## config.mk

```make
export PLATFORM = sky130hd
export DESIGN_NAME = framed_register_access_slave_top
export DESIGN_NICKNAME = d
export VERILOG_FILES = /design/src/hdl/fras_pkg.sv /design/src/hdl/fras_front.sv /design/src/hdl/fras_queue.sv /design/src/hdl/fras_back.sv /design/src/hdl/framed_register_access_slave_top.sv
export SDC_FILE = /design/constraint.sdc
export NUM_CORES = 1
export LEC_CHECK = 0
export ABC_CLOCK_PERIOD_IN_PS = 4740
export CAP_MARGIN = 10
export CORE_ASPECT_RATIO = 0.75
export CORE_MARGIN = 2
export CORE_UTILIZATION = 57
export DETAILED_ROUTE_END_ITERATION = 10
export DONT_BUFFER_PORTS = 1
export HOLD_SLACK_MARGIN = 0.12
export PLACE_DENSITY = 0.75
export SYNTH_ARGS = -nofsm -noshare
export SYNTH_HDL_FRONTEND = slang
export SYNTH_SLANG_ARGS = --single-unit
```

## constraint.sdc

```tcl
create_clock -name clk -period 4.74 [get_ports clk]
set_input_delay 1.422 -clock clk [delete_from_list [all_inputs] [get_ports clk]]
set_output_delay 1.422 -clock clk [all_outputs]
set_load 0.05 [all_outputs]
```

## src/hdl/fras_pkg.sv

```systemverilog
// ----------------------------------------------------------------------------
// fras_pkg
// Shared constants and types for the framed register access slave.
// ----------------------------------------------------------------------------
package fras_pkg;

  localparam logic [7:0] SYM_START   = 8'h24;  // '$'
  localparam logic [7:0] SYM_NL      = 8'h0A;  // newline
  localparam logic [7:0] SYM_WRITE   = 8'h57;  // 'W'
  localparam logic [7:0] SYM_READ    = 8'h52;  // 'R'
  localparam logic [7:0] ID_AT_RESET = 8'h01;

  localparam int FRAME_LIMIT_DEF = 16;
  localparam int REG_COUNT_DEF   = 16;
  localparam int HELD_BYTES      = 5;
  localparam int QUEUE_DEPTH     = 2;
  localparam int REPLY_LEN       = 7;

  // a checked frame, ready to be carried out
  typedef struct packed {
    logic       is_wr;
    logic [7:0] id;
    logic [7:0] addr;
    logic [7:0] data;
  } cmd_t;

  // queue status seen by the front and back parts
  typedef struct packed {
    logic full;
    logic empty;
  } q_stat_t;

endpackage

```

## src/hdl/fras_front.sv

```systemverilog
// ----------------------------------------------------------------------------
// fras_front
// Gathers received bytes into a frame and checks it when the newline arrives.
// ----------------------------------------------------------------------------
module fras_front #(
  parameter int FRAME_LIMIT = fras_pkg::FRAME_LIMIT_DEF
) (
  input  logic             clk,
  input  logic             rst_n,
  input  logic             in_valid,
  output logic             in_ready,
  input  logic [7:0]       in_rx_byte,
  input  logic [7:0]       own_id,
  input  fras_pkg::q_stat_t q_stat,
  output logic             push,
  output fras_pkg::cmd_t   push_cmd
);

  localparam int CW = $clog2(FRAME_LIMIT + 1);
  localparam int HW = $clog2(fras_pkg::HELD_BYTES);

  logic          recv_r, recv_nxt;
  logic [CW-1:0] cnt_r, cnt_nxt;
  logic [7:0]    held_r [fras_pkg::HELD_BYTES];

  logic       accept;
  logic       at_limit;
  logic       store;
  logic [7:0] wr_sum, rd_sum;
  logic       wr_ok, rd_ok;

  assign in_ready = !q_stat.full;
  assign accept   = in_valid && in_ready;
  assign at_limit = (cnt_r == CW'(FRAME_LIMIT));

  // byte positions 1..5 are the only ones needed for checking
  assign store = accept && recv_r && !at_limit &&
                 (cnt_r >= CW'(1)) && (cnt_r <= CW'(fras_pkg::HELD_BYTES));

  assign wr_sum = held_r[0] + held_r[1] + held_r[2] + held_r[3];
  assign rd_sum = held_r[0] + held_r[1] + held_r[2];

  // count still holds the length before the newline
  assign wr_ok = (cnt_r == CW'(6)) && (held_r[1] == fras_pkg::SYM_WRITE) &&
                 (wr_sum == held_r[4]);
  assign rd_ok = (cnt_r == CW'(5)) && (held_r[1] == fras_pkg::SYM_READ) &&
                 (rd_sum == held_r[3]);

  always_comb begin
    recv_nxt = recv_r;
    cnt_nxt  = cnt_r;
    push     = 1'b0;
    if (accept) begin
      if (!recv_r) begin
        if (in_rx_byte == fras_pkg::SYM_START) begin
          recv_nxt = 1'b1;
          cnt_nxt  = CW'(1);
        end
      end else if (at_limit) begin
        recv_nxt = 1'b0;
      end else begin
        cnt_nxt = cnt_r + CW'(1);
        if (in_rx_byte == fras_pkg::SYM_NL) begin
          recv_nxt = 1'b0;
          push     = (held_r[0] == own_id) && (wr_ok || rd_ok);
        end
      end
    end
  end

  assign push_cmd.is_wr = (held_r[1] == fras_pkg::SYM_WRITE);
  assign push_cmd.id    = held_r[0];
  assign push_cmd.addr  = held_r[2];
  assign push_cmd.data  = held_r[3];

  always_ff @(posedge clk) begin
    if (!rst_n) begin
      recv_r <= 1'b0;
      cnt_r  <= '0;
    end else begin
      recv_r <= recv_nxt;
      cnt_r  <= cnt_nxt;
    end
  end

  always_ff @(posedge clk) begin
    if (store) begin
      held_r[HW'(cnt_r - CW'(1))] <= in_rx_byte;
    end
  end

endmodule

```

## src/hdl/fras_queue.sv

```systemverilog
// ----------------------------------------------------------------------------
// fras_queue
// Short command queue between the frame checker and the register engine.
// ----------------------------------------------------------------------------
module fras_queue (
  input  logic              clk,
  input  logic              rst_n,
  input  logic              push,
  input  fras_pkg::cmd_t    push_cmd,
  input  logic              pop,
  output fras_pkg::cmd_t    pop_cmd,
  output fras_pkg::q_stat_t q_stat
);

  localparam int DEPTH = fras_pkg::QUEUE_DEPTH;
  localparam int PW    = (DEPTH > 1) ? $clog2(DEPTH) : 1;
  localparam int CW    = $clog2(DEPTH + 1);

  fras_pkg::cmd_t ent_r [DEPTH];
  logic [PW-1:0]  wp_r, wp_nxt;
  logic [PW-1:0]  rp_r, rp_nxt;
  logic [CW-1:0]  cnt_r, cnt_nxt;

  assign q_stat.full  = (cnt_r == CW'(DEPTH));
  assign q_stat.empty = (cnt_r == '0);
  assign pop_cmd      = ent_r[rp_r];

  always_comb begin
    wp_nxt  = wp_r;
    rp_nxt  = rp_r;
    cnt_nxt = cnt_r;
    if (push) begin
      wp_nxt = (wp_r == PW'(DEPTH - 1)) ? '0 : wp_r + PW'(1);
    end
    if (pop) begin
      rp_nxt = (rp_r == PW'(DEPTH - 1)) ? '0 : rp_r + PW'(1);
    end
    if (push && !pop) begin
      cnt_nxt = cnt_r + CW'(1);
    end else if (pop && !push) begin
      cnt_nxt = cnt_r - CW'(1);
    end
  end

  always_ff @(posedge clk) begin
    if (!rst_n) begin
      wp_r  <= '0;
      rp_r  <= '0;
      cnt_r <= '0;
    end else begin
      wp_r  <= wp_nxt;
      rp_r  <= rp_nxt;
      cnt_r <= cnt_nxt;
    end
  end

  always_ff @(posedge clk) begin
    if (push) begin
      ent_r[wp_r] <= push_cmd;
    end
  end

endmodule

```

## src/hdl/fras_back.sv

```systemverilog
// ----------------------------------------------------------------------------
// fras_back
// Carries out one command on the register store and sends the 7-byte reply.
// ----------------------------------------------------------------------------
module fras_back #(
  parameter int REG_COUNT = fras_pkg::REG_COUNT_DEF
) (
  input  logic              clk,
  input  logic              rst_n,
  input  fras_pkg::q_stat_t q_stat,
  input  fras_pkg::cmd_t    pop_cmd,
  output logic              pop,
  output logic              out_valid,
  input  logic              out_ready,
  output logic [7:0]        out_tx_byte,
  output logic              out_tx_last
);

  localparam int IW = (REG_COUNT > 1) ? $clog2(REG_COUNT) : 1;
  localparam int BW = $clog2(fras_pkg::REPLY_LEN);

  typedef enum logic {
    ST_IDLE,
    ST_SEND
  } state_t;

  state_t         state_r;
  logic [BW-1:0]  idx_r;
  fras_pkg::cmd_t cur_r;
  logic           ov_r;
  logic [7:0]     ob_r;
  logic           ol_r;

  logic [7:0]           mem [REG_COUNT];
  logic [REG_COUNT-1:0] vld_r;
  logic [7:0]           rd_r;
  logic                 rd_ok_r;

  logic          in_rng;
  logic [IW-1:0] ra;
  logic          wr_en;
  logic          load;
  logic [7:0]    data;
  logic [7:0]    cmd_sym;
  logic [7:0]    sum;
  logic [7:0]    byte_sel;

  assign pop    = (state_r == ST_IDLE) && !q_stat.empty;
  assign in_rng = ({1'b0, pop_cmd.addr} < 9'(REG_COUNT));
  assign ra     = pop_cmd.addr[IW-1:0];
  assign wr_en  = pop && pop_cmd.is_wr && in_rng;
  assign load   = (state_r == ST_SEND) && (!ov_r || out_ready);

  // entries never written read as zero
  always_ff @(posedge clk) begin
    if (!rst_n) begin
      vld_r <= '0;
    end else if (wr_en) begin
      vld_r[ra] <= 1'b1;
    end
  end

  always_ff @(posedge clk) begin
    if (wr_en) begin
      mem[ra] <= pop_cmd.data;
    end
    if (pop) begin
      rd_r    <= mem[ra];
      rd_ok_r <= in_rng && vld_r[ra];
    end
  end

  assign data    = cur_r.is_wr ? cur_r.data : (rd_ok_r ? rd_r : 8'h00);
  assign cmd_sym = cur_r.is_wr ? fras_pkg::SYM_WRITE : fras_pkg::SYM_READ;
  assign sum     = cur_r.id + cmd_sym + cur_r.addr + data;

  always_comb begin
    unique case (idx_r)
      BW'(0):  byte_sel = fras_pkg::SYM_START;
      BW'(1):  byte_sel = cur_r.id;
      BW'(2):  byte_sel = cmd_sym;
      BW'(3):  byte_sel = cur_r.addr;
      BW'(4):  byte_sel = data;
      BW'(5):  byte_sel = sum;
      default: byte_sel = fras_pkg::SYM_NL;
    endcase
  end

  always_ff @(posedge clk) begin
    if (!rst_n) begin
      state_r <= ST_IDLE;
      idx_r   <= '0;
      ov_r    <= 1'b0;
    end else begin
      if (ov_r && out_ready && !load) begin
        ov_r <= 1'b0;
      end
      unique case (state_r)
        ST_IDLE: begin
          if (pop) begin
            cur_r   <= pop_cmd;
            idx_r   <= '0;
            state_r <= ST_SEND;
          end
        end
        ST_SEND: begin
          if (load) begin
            ov_r  <= 1'b1;
            ob_r  <= byte_sel;
            ol_r  <= (idx_r == BW'(fras_pkg::REPLY_LEN - 1));
            idx_r <= idx_r + BW'(1);
            if (idx_r == BW'(fras_pkg::REPLY_LEN - 1)) begin
              state_r <= ST_IDLE;
            end
          end
        end
        default: state_r <= ST_IDLE;
      endcase
    end
  end

  assign out_valid   = ov_r;
  assign out_tx_byte = ob_r;
  assign out_tx_last = ol_r;

endmodule

```

## src/hdl/framed_register_access_slave_top.sv

```systemverilog
// ----------------------------------------------------------------------------
// framed_register_access_slave_top
// Byte-stream slave that decodes '$'-framed read/write commands on a
// register store and answers each good frame with a 7-byte reply.
// ----------------------------------------------------------------------------
// One received byte is taken per clock. When a newline closes a good frame,
// the checked command goes into a two-entry queue; the register engine takes
// it out into its command register, accesses the store and then sends the
// reply one byte per cycle from an output register while the receiver is
// ready. Input is held off only while the command queue is full,
// which happens when replies are back-pressured for longer than new frames
// take to arrive. The register store clears at reset through per-entry valid
// bits, so no clearing pass is needed.
module framed_register_access_slave_top #(
  parameter int FRAME_LIMIT = fras_pkg::FRAME_LIMIT_DEF,
  parameter int REG_COUNT   = fras_pkg::REG_COUNT_DEF
) (
  input  logic       clk,
  input  logic       rst_n,
  input  logic       in_valid,
  output logic       in_ready,
  input  logic [7:0] in_rx_byte,
  output logic       out_valid,
  input  logic       out_ready,
  output logic [7:0] out_tx_byte,
  output logic       out_tx_last,
  input  logic       cfg_wr_en,
  input  logic [7:0] cfg_own_slave_id
);

  logic [7:0]        own_id_r;
  fras_pkg::q_stat_t q_stat;
  logic              push;
  logic              pop;
  fras_pkg::cmd_t    push_cmd;
  fras_pkg::cmd_t    pop_cmd;

  always_ff @(posedge clk) begin
    if (!rst_n) begin
      own_id_r <= fras_pkg::ID_AT_RESET;
    end else if (cfg_wr_en) begin
      own_id_r <= cfg_own_slave_id;
    end
  end

  fras_front #(
    .FRAME_LIMIT (FRAME_LIMIT)
  ) u_front (
    .clk        (clk),
    .rst_n      (rst_n),
    .in_valid   (in_valid),
    .in_ready   (in_ready),
    .in_rx_byte (in_rx_byte),
    .own_id     (own_id_r),
    .q_stat     (q_stat),
    .push       (push),
    .push_cmd   (push_cmd)
  );

  fras_queue u_queue (
    .clk      (clk),
    .rst_n    (rst_n),
    .push     (push),
    .push_cmd (push_cmd),
    .pop      (pop),
    .pop_cmd  (pop_cmd),
    .q_stat   (q_stat)
  );

  fras_back #(
    .REG_COUNT (REG_COUNT)
  ) u_back (
    .clk         (clk),
    .rst_n       (rst_n),
    .q_stat      (q_stat),
    .pop_cmd     (pop_cmd),
    .pop         (pop),
    .out_valid   (out_valid),
    .out_ready   (out_ready),
    .out_tx_byte (out_tx_byte),
    .out_tx_last (out_tx_last)
  );

  a_last_is_nl: assert property (@(posedge clk) disable iff (!rst_n)
    out_valid && out_tx_last |-> out_tx_byte == fras_pkg::SYM_NL)
    else $error("reply end byte is not a newline");

  a_no_overflow: assert property (@(posedge clk) disable iff (!rst_n)
    push |-> !q_stat.full)
    else $error("command pushed into a full queue");

  a_no_underflow: assert property (@(posedge clk) disable iff (!rst_n)
    pop |-> !q_stat.empty)
    else $error("command popped from an empty queue");

  a_reply_owner: assert property (@(posedge clk) disable iff (!rst_n)
    push |-> push_cmd.id == own_id_r)
    else $error("queued command for another slave id");

endmodule

```

# Word-level counts from Yosys, hierarchy flattened
# Memory sizes are Yosys's and may differ from the RTL's. A register that Yosys moved wholly into a read port is not among the register bits.
# Index checks and enable logic that the tools add are counted.
[op_classes]
n_addsub = 13
magnitude_cmp = 5
eq_ne = 20
n_mux = 41
bitwise = 2
n_reduce_logical = 37
[op_table]
columns = ["op", "count"]
rows = [
  ["$add 8x8->8", 6],
  ["$pmux 8 s6", 1],
  ["$mux 1", 26],
  ["$eq 8x8->1", 3],
  ["$logic_and 1x1->1", 20],
  ["$eq 8x7->1 const B", 2],
  ["$mux 8", 2],
  ["$or 16x16->16", 1],
  ["$mux 5", 3],
  ["$eq 5x3->1 const B", 2],
  ["$eq 3x3->1 const B", 3],
  ["$mux 3", 3],
  ["$reduce_and 3->1", 3],
  ["$eq 8x4->1 const B", 1],
  ["$eq 8x6->1 const B", 1],
  ["$lt 8x5->1 const B", 1],
  ["$logic_not 1->1", 7],
  ["$eq 3x2->1 const B", 2],
  ["$pmux 3 s2", 1],
  ["$add 5x1->5 const B", 1],
  ["$eq 5x5->1 const B", 1],
  ["$ge 5x1->1 const B", 1],
  ["$le 5x3->1 const B", 1],
  ["$lt 4x5->1 const B", 1],
  ["20 further kinds", 25],
]
[word_totals]
ff_bits = 74
ram_bits = 218
inputBits = 21
output_inout_bits = 11
elab_cells = 138
memories = 3
[memory_table]
columns = ["memory", "depth", "width", "read_ports", "rd_ports_with_merged_regs", "wr", "line", "rtl"]
rows = [
  ["u_back.mem", 16, 8, 1, 1, 1, "fras_back.sv:34", "logic [7:0] mem [REG_COUNT];"],
  ["u_queue.ent_r", 2, 25, 1, 1, 1, "fras_queue.sv:19", "fras_pkg::cmd_t ent_r [DEPTH];"],
  ["u_front.held_r", 5, 8, 5, 0, 1, "fras_front.sv:24", "logic [7:0] held_r [fras_pkg::HELD_BYTES];"],
]

# Depth between registers and ports, before layout
# Gate-level depths: netlist of run 1.
# An unclocked memory read counts as a cell.
[logic_depth]
word_depth = 16
mapped_depth = 21
mapped_depth_nobuf = 21

# Modules after synthesis
# Synthesis of run 1 repeated with hierarchy kept, for this count alone.
[unflattened]
cells_unflattened = 776
area_unflattened_um2 = 12932.4
[by_module_without_submodules]
columns = ["module", "n_inst", "cells_per_inst", "area_each_um2", "seq_area_each_um2"]
rows = [
  ["fras_back", 1, 444, 8026.4, 5555.3],
  ["fras_front", 1, 207, 2585.0, 1321.3],
  ["fras_queue", 1, 100, 2021.9, 1601.5],
  ["framed_register_access_slave_top", 1, 25, 299.0, 160.2],
]

# Worst setup path after synthesis of run 1
# OpenSTA, ideal clock, no wires.
[synth_timing]
path_kind = "reg-to-reg"
start = "mem u_front.held_r[0][1]"
end = "mem u_queue.ent_r[0][0] in the netlist's numbering (enable)"
setup_time_ns = 0.407
arrival_time_ns = 4.461
t_required_ns = 4.333
setup_slack_ns = -0.128
path_stages_with_launch = 18
n_path_buf = 0
cell_sequence = "edfxtp_1 inv_1 fa_1 inv_1 ha_1 inv_1 fa_1 nor2b_1 o31a_1 a21oi_1 ha_1 o21ai_0 nand2_1 a31oi_1 xnor2_1 xnor3_1 o41a_1 nor2_1"
[synth_rtl]
columns = ["element", "line"]
rows = [
  ["from (decl)", "fras_front.sv:24"],
  ["to (decl)", "fras_queue.sv:19"],
]

==> out/results.txt, run 1 <==
detailed-route DRC error count: 0
DRT iter0 DRCs: 932
skew final: 17.1 ps
Clk Latency, worst-skew pair: 560 ps
Avg Cell Area, Syn: 12.9 sq um
CORE AREA: 22900 sq um
clk slew on worst S/H paths: 70 ps
RePlAce Congestion: 0.905
largest net degree at the start of global routing: 75
worst-path maximum fanout: 17
fin worst setup slack: 213 ps
Worst EP required: 4980 ps
DPL Wire Length: 18500 um
drt pass-1 iters: 9
multi-input combinational cell area: 4300 sq um
Post-layout nets: 1100
ys flop type: edfxtp_1
period utilization: 95.5%
diode count: 0
max_slew headroom: 26.6%
H-tree Lvls: 1
Core Util, Final: 63.7%
Tot GR Track Use: 23.2%
Crit. End Element: register
hold_ws: 467 ps
Final min period: 4530 ps
Clock Power Share: 32.7%
Post-synth ARST share: 0%
RSZ-0062 raised after global routing: no
Num CTS Buffers: 28
R2R setup slack: 210 ps
VDD IR max: 0.302 mV
Die Ht: 136 um
HP Class: reg -> reg
CTS root buffer: clkbuf_16
fillers: 1618
port buffer count: 0
Std-Cell Rows: 48
Reg power frac: 47.2%
via/cell ratio: 6.01
switching pwr: 1.89 mW
Net Sw Frac: 28.1%
mapped cell area: 13200 sq um
Sequential cell area: 8640 sq um
antenna violations before repair: 0
Non-Filler Instances: 1347
crit path kind: reg -> reg
Fmax: 221 MHz
Leak: 5.17 nW
Seq cells post-synth: 301
CTS Sinks: 301
most common cell after layout, fill and taps aside: edfxtp_1
Final Hold Vio Count: 0
Clock Path Buffers: 3
drt total wl: 28200 um
status: complete, no violations
Inst Count DP: 1293
worst endpoint data arrival time: 4770 ps
Post-synth EDFFs: 261
Netlist cell types: 56
startpoint types: register
Setup-failing EPs final: 0
vias post-DR: 8094
power per cell area: 463 nW/um^2
Seq/Total Area, Yosys: 65.4%
Tightest Pin Transition: 1100 ps
Synth Instances: 1022
syn nets: 1097
Pint: 4.85 mW
Wirelength per Cell: 21.0 um
area delta synth->final: 10.3%
max_cap viols: 0
vias in the first global route: 7753
gr ovfl total: 0
initial cell density of the core: 57.7%
hold_buf cts: 0
leading cell types in the layout, fill and taps excluded: 261 x edfxtp_1, 175 x nand2_1, 46 x inv_1
CTS tree: yes
global-route wire length before repair: 43800 um
I/O pins: 32
Slew Limit Fails: 0
total power: 6.74 mW
YS warnings: 0
Routed Antenna Nets: 0
Place WS: -12.1 ps
Total Die Area: 24400 sq um
Combinational Power Share: 20.1%
share of cells above drive strength 1: 10.2%
die width: 180 um
## sequential cells by signal, indices dropped and copies added (netlist names), named ones only
name	flops
own_id_r	8
u_back.cur_r	25
u_back.idx_r	3
u_back.mem	128
u_back.out_tx_byte	8
u_back.out_tx_last	1
u_back.out_valid	1
u_back.rd_ok_r	1
u_back.rd_r	8
u_back.state_r	1
u_back.vld_r	16
u_front.cnt_r	5
u_front.held_r	40
u_front.recv_r	1
u_queue.cnt_r	2
u_queue.ent_r	50
u_queue.rp_r	1
u_queue.wp_r	1
## cells by family after synthesis
kind of cell	after synthesis	synth area share [%]
multiplexers	33	2.71
buffers and inverters	96	2.74
AND/OR/NAND/NOR	342	12.1
XOR/XNOR	44	3.02
flip-flops	301	65.4
adder cells (fa/ha/maj)	54	6.14
AO/OA/AOI/OAI	152	7.93
## worst max-delay path: stages (launching register included)
cell      delay [ps]
edfxtp_1         450
inv_2             90
fa_1             440
inv_2             80
ha_2             170
inv_1             60
fa_2             570
inv_1             50
ha_2             390
xor2_2           160
xnor2_1          130
nand3_1          120
or4_1            480
o41a_1           480
buf_4            180
nor2b_2          150
buf_6            210
## stage by stage
stage	instance area (sq um)	setup TNS (ps)
floorplan	13200	0
global route	14600	0
detailed placement	13600	-12.1
finish	14600	0
CTS	14500	0
global placement	13600	0
## path summary, 6_finish.rpt
kind	startpoint	cells after the start	endpoint
max reg2reg	u_front.held_r[0][1]	16	u_queue.ent_r[1][0]
min reg2reg	u_back.vld_r[14]	1	u_back.vld_r[14]
min	u_back.vld_r[14]	1	u_back.vld_r[14]
max	u_front.held_r[0][1]	16	u_queue.ent_r[1][0]
## synth_stat cells, drive strengths merged (18+ instances only)
master | number | area (sq um)
xor2 | 22 | 193
nand3 | 30 | 150
dfxtp | 40 | 801
a311oi | 19 | 166
mux2 | 22 | 248
inv | 50 | 188
a21oi | 35 | 175
xnor2 | 21 | 184
a31oi | 19 | 119
edfxtp | 261 | 7840
and3 | 30 | 188
fa | 18 | 360
clkbuf | 37 | 139
ha | 36 | 450
nand2 | 175 | 657
nor2 | 42 | 158
## power by group through the flow
stage / Sequential, mW / Clock, mW / Combinational (mW)
CTS: 3.18 / 2.23 / 1.34
global route: 3.19 / 2.34 / 1.50
floorplan: 3.21 / 0 / 1.00
global placement: 3.23 / 0 / 1.28
finish: 3.18 / 2.20 / 1.36
detailed placement: 3.24 / 0 / 1.32
## area by class of cell
class	count	area share, %
Clock buffer	39	5.30
Clock inverter	13	0.962
Inverter	51	1.31
Multi-Input combinational cell	625	29.5
Sequential cell	301	59.3
Tap cell	300	2.58
Timing Repair Buffer	18	1.04
## layer usage
layer | track usage [%] | wire length [um] | up-vias
li1 | - | - | 3727
met3 | 4.55 | 2270 | 53
met2 | 35.5 | 12500 | 335
met5 | 0 | 0 | -
met1 | 34.6 | 12900 | 3979
met4 | 5.47 | 615 | 0
## timing repair
item                       CTS  global route
buffers inserted             0             2
pin swaps                    1             9
setup endpoints to repair    1            19
hold endpoints to repair     0             0
resized for setup            0            22
(Power assumes the default switching activity.)
==> run 2: changes to the inputs <==
CAP_MARGIN = 40   (was 10)
PLACE_DENSITY = 0.86   (was 0.75)
SETUP_SLACK_MARGIN = 0.5   (was not set)
==> out/results.txt, run 2 (synthesized netlist as in run 1, its figures left out) <==
startpoint types: register
Clock Path Buffers: 3 (unchanged)
Clk Latency, worst-skew pair: 560 ps (about the same)
drt pass-1 iters: 6 (-3)
Tot GR Track Use: 23.6% (+0.43 points)
VDD IR max: 0.296 mV (-1.9%)
Inst Count DP: 1294 (+0.077%)
CTS Sinks: 301 (unchanged)
Setup-failing EPs final: 0 (unchanged)
max reg flops: 128 (unchanged)
Sequential cell area: 8640 sq um (unchanged)
Total Die Area: 24400 sq um (unchanged)
RSZ-0062 raised after global routing: yes
power per cell area: 460 nW/um^2 (-0.53%)
Final Hold Vio Count: 0 (unchanged)
Met3 Wirelength: 2810 um (+24%)
worst-path maximum fanout: 7 (-10)
Crit. End Element: register
R2R setup slack: 390 ps (+180 ps)
DRT iter0 DRCs: 1092 (+17%)
setup TNS: 0 ps (unchanged)
fillers: 1542 (-4.7%)
Worst EP required: 5010 ps (+30 ps)
share of cells above drive strength 1: 11.0% (+0.74 points)
port buffer count: 0 (unchanged)
routed wl met2: 13600 um (+8.5%)
HP Class: reg -> reg
Non-Filler Instances: 1358 (+0.82%)
antenna violations before repair: 1 (+1)
DPL Wire Length: 18400 um (-0.57%)
vias in the first global route: 8004 (+3.2%)
vias post-DR: 8269 (+2.2%)
clk slew on worst S/H paths: 70 ps (about the same)
Std-Cell Rows: 48 (unchanged)
CTS tree: yes
drt total wl: 29200 um (+3.3%)
Largest regs: u_back.mem: 128 flops, u_queue.ent_r: 50 flops, u_front.held_r: 40 flops
via/cell ratio: 6.09 (+1.3%)
initial cell density of the core: 57.7% (unchanged)
most common cell after layout, fill and taps aside: edfxtp_1
Die Ht: 136 um (unchanged)
diode count: 0 (unchanged)
global-route wire length before repair: 44600 um (+1.7%)
gr ovfl total: 0 (unchanged)
detailed-route DRC error count: 0 (unchanged)
I/O pins: 32 (unchanged)
multi-input combinational cell area: 4320 sq um (+0.32%)
total power: 6.76 mW (+0.26%)
worst endpoint data arrival time: 4620 ps (-150 ps)
skew final: 27.2 ps (+10.0 ps)
max_slew headroom: 36.0% (+9.4 points)
Routed Antenna Nets: 0 (unchanged)
Biggest register: u_back.mem
largest net degree at the start of global routing: 75 (unchanged)
Met1 Wirelength: 12000 um (-6.5%)
Num CTS Buffers: 27 (-3.6%)
CTS root buffer: clkbuf_16
die width: 180 um (unchanged)
Fmax: 230 MHz (+4.1%)
Leak: 5.23 nW (+1.3%)
CORE AREA: 22900 sq um (unchanged)
Tightest Pin Transition: 956 ps (-141 ps)
hold_buf cts: 0 (unchanged)
period utilization: 91.7% (-3.8 points)
H-tree Lvls: 1 (unchanged)
status: complete, no violations
Final min period: 4350 ps (-179 ps)
Wirelength per Cell: 21.5 um (+2.4%)
uppermost layer routed: met4
Slew Limit Fails: 0 (unchanged)
leading cell types in the layout, fill and taps excluded: 261 x edfxtp_1, 175 x nand2_1, 44 x inv_1
max_cap viols: 0 (unchanged)
Post-layout nets: 1112 (+1.1%)
crit path kind: reg -> reg
area delta synth->final: 11.2%
RePlAce Congestion: 0.940 (+3.8%)
==> run 2: changes by cell type in the layout (fill, tap and decap cells not counted), sizes merged <==
cell / delta
buf: +12
clkbuf: -2
bufinv: -1
clkinv: +1
inv: +1
==> run 2: path summary, 6_finish.rpt <==
check / endpoint / cells after the start / startpoint
hold / removal: u_back.vld_r[4] / 1 / u_back.vld_r[4]
hold reg to reg: u_back.vld_r[4] / 1 / u_back.vld_r[4]
setup reg to reg: u_queue.ent_r[0][14] / 19 / u_front.held_r[2][1]
setup / recovery: u_queue.ent_r[0][14] / 19 / u_front.held_r[2][1]
==> run 2: final cells by class <==
cell class                      instances  area share [%]
Sequential cell                       301            58.8
Clock inverter                         14           0.707
Inverter                               51            1.30
Clock buffer                           36            5.17
Multi-Input combinational cell        625            29.4
Timing Repair Buffer                   31            2.06
Tap cell                              300            2.56
==> run 2: power by group <==
group	switching [mW]	internal [mW]	leakage, nW
clock	0.947	1.18	0.424
sequential	0.132	3.06	2.67
combinational	0.866	0.566	2.13
==> run 2: critical path, cell delays in order (launching register included) <==
cell and delay, ps:
edfxtp_1 370, inv_2 50, fa_1 490, inv_2 110, ha_4 150, inv_2 40, fa_2 400, nor2b_2 140
o21ai_1 70, a21oi_1 190, ha_2 300, o21ai_1 70, nand2_1 60, a31oi_1 200, xnor2_1 150, xnor3_1 260
o41a_1 460, buf_4 170, nor2_4 180, buf_4 210
==> run 2: per-stage QoR <==
stage	hold WS (ps)	utilization (%)	instance area, sq um	setup slack, ps
after floorplan	441	-	13200	257
after global placement	446	59.3	13600	285
after detailed placement	453	59.4	13600	112
after CTS	468	63.6	14600	413
after global routing	494	64.2	14700	179
final	465	64.2	14700	392
==> run 2: per-layer routing <==
layer,vias to the layer above,global-route usage [%]
met2,461,38.0
met5,-,0
li1,3748,-
met4,0,7.00
met3,64,4.34
met1,3996,33.2
==> run 2: repair_timing <==
action,in CTS,in global routing
pin swaps,5,12
setup endpoints to repair,53,53
hold endpoints to repair,0,0
gates resized for setup,15,16
buffers inserted,6,4
gates cloned,0,1
